$ cat src/sv/assert_macros.svh
// Assertion helpers shared by the color matrix pipeline.
// Every user names its clock clk and its reset rst_n.
`ifndef ASSERT_MACROS_SVH
`define ASSERT_MACROS_SVH

// Same-cycle implication, off during reset.
`define CMC_ASSERT_IMP(lbl, ante, cons, msg) \
    lbl: assert property (@(posedge clk) disable iff (!rst_n) (ante) |-> (cons)) \
        else $error(msg);

// Next-cycle implication, off during reset.
`define CMC_ASSERT_NEXT(lbl, ante, cons, msg) \
    lbl: assert property (@(posedge clk) disable iff (!rst_n) (ante) |=> (cons)) \
        else $error(msg);

`endif

$ cat src/sv/cmc_pkg.sv
package cmc_pkg;

    localparam int SAMPLE_WIDTH   = 16;
    localparam int COEF_FRAC_BITS = 14;
    // Three integer bits including sign: inverse YUV needs 2.02
    localparam int COEF_W = COEF_FRAC_BITS + 3;
    localparam int PROD_W = SAMPLE_WIDTH + COEF_W;
    localparam int ACC_W  = PROD_W + 2;
    localparam int Y_W    = ACC_W - COEF_FRAC_BITS;
    localparam int Q30_SH = 30 - COEF_FRAC_BITS;

    localparam int IDX_W  = 2;
    localparam int DATA_W = 2;

    // Register indexes
    localparam logic [IDX_W-1:0] REG_MATRIX_MODE = 2'd0;
    localparam logic [IDX_W-1:0] REG_DIRECTION   = 2'd1;

    // Reset codes
    localparam logic [1:0] MODE_IDENTITY = 2'd0;
    localparam logic       DIR_FORWARD   = 1'b0;

    typedef logic signed [SAMPLE_WIDTH-1:0] sample_t;
    typedef logic signed [COEF_W-1:0]       coef_t;
    typedef logic signed [PROD_W-1:0]       prod_t;
    typedef logic signed [ACC_W-1:0]        acc_t;

    typedef sample_t sample_vec_t [3];
    typedef coef_t   coef_mat_t [3][3];
    typedef prod_t   prod_mat_t [3][3];
    typedef acc_t    acc_vec_t [3];

    localparam acc_t ROUND_BIAS = acc_t'(1) <<< (COEF_FRAC_BITS - 1);

    // Exact Q.30 coefficients, row-major, indexed by {mode, direction}
    localparam longint Q30_TBL [8][9] = '{
        // identity forward / inverse
        '{1073741824, 0, 0, 0, 1073741824, 0, 0, 0, 1073741824},
        '{1073741824, 0, 0, 0, 1073741824, 0, 0, 0, 1073741824},
        // opponent forward / inverse
        '{357913941, 357913941, 357913941,
          536870912, 0, -536870912,
          268435456, -536870912, 268435456},
        '{1073741824, 1073741824, 715827883,
          1073741824, 0, -1431655765,
          1073741824, -1073741824, 715827883},
        // YUV forward / inverse
        '{322122547, 633507676, 118111601,
          -161061274, -311385129, 472446403,
          654982513, -547608330, -107374182},
        '{1073741824, 12288284, 1235184458,
          1073741824, -411445663, -629244913,
          1073741824, 64'sd2173331419, 6356009},
        // YCbCr forward / inverse
        '{322122547, 633507676, 118111601,
          -182536110, -354334802, 536870912,
          536870912, -450971566, -85899346},
        '{1073741824, 4542055, 1504782852,
          1073741824, -358822352, -766244694,
          1073741824, 1912205194, 5904672}
    };

    // Round a Q.30 constant to COEF_FRAC_BITS fraction bits, half away from zero
    function automatic coef_t coef_round(input longint q);
        logic   neg;
        longint mag;
        neg = (q < 0);
        mag = neg ? -q : q;
        mag = (mag + (longint'(1) << (Q30_SH - 1))) >>> Q30_SH;
        return coef_t'(neg ? -mag : mag);
    endfunction

    // Coefficient matrix for the selected set and direction
    function automatic coef_mat_t coef_lookup(input logic [1:0] mode, input logic dir);
        coef_mat_t m;
        for (int r = 0; r < 3; r++)
        begin
            for (int k = 0; k < 3; k++)
            begin
                m[r][k] = coef_round(Q30_TBL[{mode, dir}][r*3+k]);
            end
        end
        return m;
    endfunction

endpackage

$ cat src/sv/cmc_sat.sv
`include "assert_macros.svh"

module cmc_sat (
    input  logic              clk,
    input  logic              rst_n,
    input  logic              acc_valid,
    input  cmc_pkg::acc_vec_t acc,
    input  logic              out_stall,
    output logic              up_en,
    output logic              out_valid,
    output cmc_pkg::sample_t  chan_a_out,
    output cmc_pkg::sample_t  chan_b_out,
    output cmc_pkg::sample_t  chan_c_out,
    output logic              clipped
);
    import cmc_pkg::*;

    localparam sample_t SMAX = {1'b0, {(SAMPLE_WIDTH-1){1'b1}}};
    localparam sample_t SMIN = {1'b1, {(SAMPLE_WIDTH-1){1'b0}}};

    sample_vec_t y_reg;
    sample_vec_t y_next;
    logic        clip_reg;
    logic        clip_next;
    logic        v4_reg;
    logic        v4_next;
    logic        en4;

    assign en4     = !v4_reg || !out_stall;
    assign up_en   = en4;
    assign v4_next = en4 ? acc_valid : v4_reg;

    // Drop the fraction bits, then clamp to the sample range
    always_comb
    begin
        logic [Y_W-1:0]            y;
        logic [Y_W-SAMPLE_WIDTH:0] hi;
        clip_next = 1'b0;
        for (int r = 0; r < 3; r++)
        begin
            y  = acc[r][ACC_W-1:COEF_FRAC_BITS];
            hi = y[Y_W-1:SAMPLE_WIDTH-1];
            if ((&hi) || !(|hi))
            begin
                y_next[r] = sample_t'(y[SAMPLE_WIDTH-1:0]);
            end
            else
            begin
                y_next[r] = y[Y_W-1] ? SMIN : SMAX;
                clip_next = 1'b1;
            end
        end
    end

    always_ff @(posedge clk or negedge rst_n)
    begin
        if (!rst_n)
        begin
            v4_reg <= 1'b0;
        end
        else
        begin
            v4_reg <= v4_next;
        end
    end

    always_ff @(posedge clk)
    begin
        if (en4)
        begin
            y_reg    <= y_next;
            clip_reg <= clip_next;
        end
    end

    assign out_valid  = v4_reg;
    assign chan_a_out = y_reg[0];
    assign chan_b_out = y_reg[1];
    assign chan_c_out = y_reg[2];
    assign clipped    = clip_reg;

    `CMC_ASSERT_IMP(a_clip_bound, v4_reg && clip_reg, y_reg[0] == SMAX || y_reg[0] == SMIN || y_reg[1] == SMAX || y_reg[1] == SMIN || y_reg[2] == SMAX || y_reg[2] == SMIN, "sat: clipped set with no channel at a bound")

endmodule

$ cat config.mk
export PLATFORM = sky130hd
export DESIGN_NAME = cmc_sat
export DESIGN_NICKNAME = d
export VERILOG_FILES = /design/src/sv/cmc_pkg.sv /design/src/sv/cmc_sat.sv
export VERILOG_INCLUDE_DIRS = /design/src /design/src/sv
export SDC_FILE = /design/constraint.sdc
export NUM_CORES = 1
export LEC_CHECK = 0
export BUFFER_PORTS_ARGS = -buffer_cell sky130_fd_sc_hd__buf_2
export CORE_UTILIZATION = 25
export DETAILED_ROUTE_END_ITERATION = 8
export SETUP_SLACK_MARGIN = 0.02
export SYNTH_ARGS = -nofsm -noshare
export SYNTH_HDL_FRONTEND = slang
export SYNTH_SLANG_ARGS = --single-unit
export TNS_END_PERCENT = 50
$ cat constraint.sdc
create_clock -name clk -period 3.5 [get_ports clk]
set_clock_uncertainty 0.2 [all_clocks]
set_input_delay 0.875 -clock clk [delete_from_list [all_inputs] [get_ports clk]]
set_output_delay 0.875 -clock clk [all_outputs]
set_load 0.02 [all_outputs]
==> reports/summary.txt <==
Rows: 33
Non-Filler Instances: 348
CTS tree: done
DRT Wirelength: 4.832 mm
max_cap viols: 0
syn_nets: 234
worst-skew pair later-pin latency: 0.30 ns
status: finished, final reports clean
# DRC: 0
antenna cells: 0
Worst Setup SP: out_stall
mapped cell area: 2173 um2
r2r startpoint: out_valid
layout cells sized above 1: 0.6296
leakage: 1.391 nW
Routed Antenna Nets: 0
max frequency: 430.8 MHz
grt total ovfl: 0
R2R cell count: 2
Final Max Slew Viols: 0
IO Port Bufs: 117
Post-DP HPWL: 3.510 mm
die area: 9071 um2
CP Data Arrival Time: 1.25 ns
Initial Util: 0.2619
Critical Path Sink: up_en
crit path capture type: primary output
hold buffers post-CTS: 0
die span in x: 95.24 um
setup violators final: 0
CP required: 2.42 ns
area fraction of the dominant cell type after synthesis: 0.6770
post-cts repair resize count: 0
vias in the first global route: 1,583
Final GP Congestion: 0.6584
vias per cell: 4.307
sequential area share after synthesis: 0.6885
Post-synth EDFFs: 49
R2R setup slack: 1.85 ns
first-pass GRT wire length: 7.507 mm
minimum clock period: 2.321 ns
Syn Area/Cell: 17.39 um2
CP Class: primary input to primary output
total CTS buffers: 5
RSZ-0062 raised after global routing: false
pin count of the biggest net entering global routing: 51
Final Core Density: 0.3504
asr flop ratio synth: 0.02000
H-Tree Depth: 2
CTS Sinks: 50
Synth cell types: 20
GRT Util Overall: 0.1082
top cells by area, synth: edfxtp_1, a21o_1, a21o_2
most common cell in the netlist: edfxtp_1
Core Area: 8299 um2
period utilization: 0.6632
top cells by count, synth: edfxtp_1, a21o_1, a21o_2
dominant synthesized flop cell: edfxtp_1
Worst-path clk slew: 0.09 ns
P per Cell Area: 434.9 nW/um2
Synth area leader: edfxtp_1
Syn. warnings: 0
num ports: 160
CTS root buf: clkbuf_8
maximum VDD drop: 0.1488 mV
Worst-Margin Slew: 0.6982 ns
setup TNS: 0 ns
area grow syn2layout: 33.79%
worst-path fanout max: 2
vias: 1,499
final hold violations: 0
FF-to-FF End: chan_a_out[11]
postcts setup bufs: 0
initial DRC count: 45
initial antenna violation count: 0
Yosys reg bits: 50
Power Total: 1.265 mW
Slew HR: 0.5345
die height: 95.24 um
Worst Setup Start Kind: primary input
cells after synthesis: 125
Placed Cells: 340
average wire per standard cell: 13.89 um
hold crit path type: primary input to asynchronous set/reset pin
CTS max path bufs: 2
DR pass1 iterations: 4
Total Nets Final: 351
## per-stage QoR
stage               hold slack [ns]  setup WS, ns  area (um2)
floorplan                    0.3794        0.3659        2173
global placement             0.4503         1.096        2826
detailed placement           0.4518         1.092        2826
CTS                          0.1187         1.167        2908
global route                 0.1209         1.150        2908
finish                       0.1300         1.179        2908
## registers in the layout, indices dropped and copies added, names as in the netlist
register and cells:
chan_c_out 16, chan_a_out 16, out_valid 1, clipped 1
chan_b_out 16
## logic make-up after synthesis
| family | synth area share |
|---|---|
| AO/OA/AOI/OAI | 0.2124 |
| buffers and inverters | 0.03742 |
| flip-flops | 0.6885 |
| AND/OR/NAND/NOR | 0.06160 |
## layout by cell type, fill, tap and decap left out, drive strengths merged
cell type / n
and2: 3
edfxtp: 49
nand2: 1
and4: 3
nor2: 3
buf: 119
dfrtp: 1
clkbuf: 6
a221oi: 3
clkinv: 2
nand2b: 1
nand3: 1
a21o: 45
a22o: 3
nor4: 3
## area by class of cell
class / count / area, um2
clock inverters: 2 / 8.758
multi-input cells: 66 / 598.1
well taps: 105 / 131.4
flip-flops and latches: 50 / 1496
fillers: 850 / 5391
clock buffers: 6 / 72.57
repair buffers: 119 / 600.6
## where the power goes
part	switching [mW]	total [mW]	internal [mW]	leakage [nW]
registers	0.00997	0.722	0.712	0.502
clock network	0.186	0.324	0.138	0.0426
logic	0.133	0.219	0.0857	0.847
total	0.329	1.26	0.936	1.39
## worst min path at each step
stage          slack [ns]   from        end
6_report             0.13  rst_n  out_valid
5_1_grt              0.12  rst_n  out_valid
4_1_cts              0.12  rst_n  out_valid
3_5_place_dp         0.45  rst_n  out_valid
3_3_place_gp         0.45  rst_n  out_valid
2_1_floorplan        0.38  rst_n  out_valid
## layer usage
| metal | part of all wire | up-vias | GRT usage | wire length [um] |
|---|---|---|---|---|
| li1 | - | 723 | - | - |
| met1 | 0.40 | 707 | 0.1158 | 1918 |
| met2 | 0.52 | 62 | 0.2054 | 2521 |
| met3 | 0.068 | 7 | 0.02472 | 330 |
| met4 | 0.013 | 0 | 0.03788 | 62 |
| met5 | 0 | - | 0 | 0 |
## worst max-delay path, cell delays in order
cell and delay [ns]:
buf_2 0.10, nand2_2 0.09, buf_2 0.18
No activity file was read; power rests on OpenSTA's default activity.
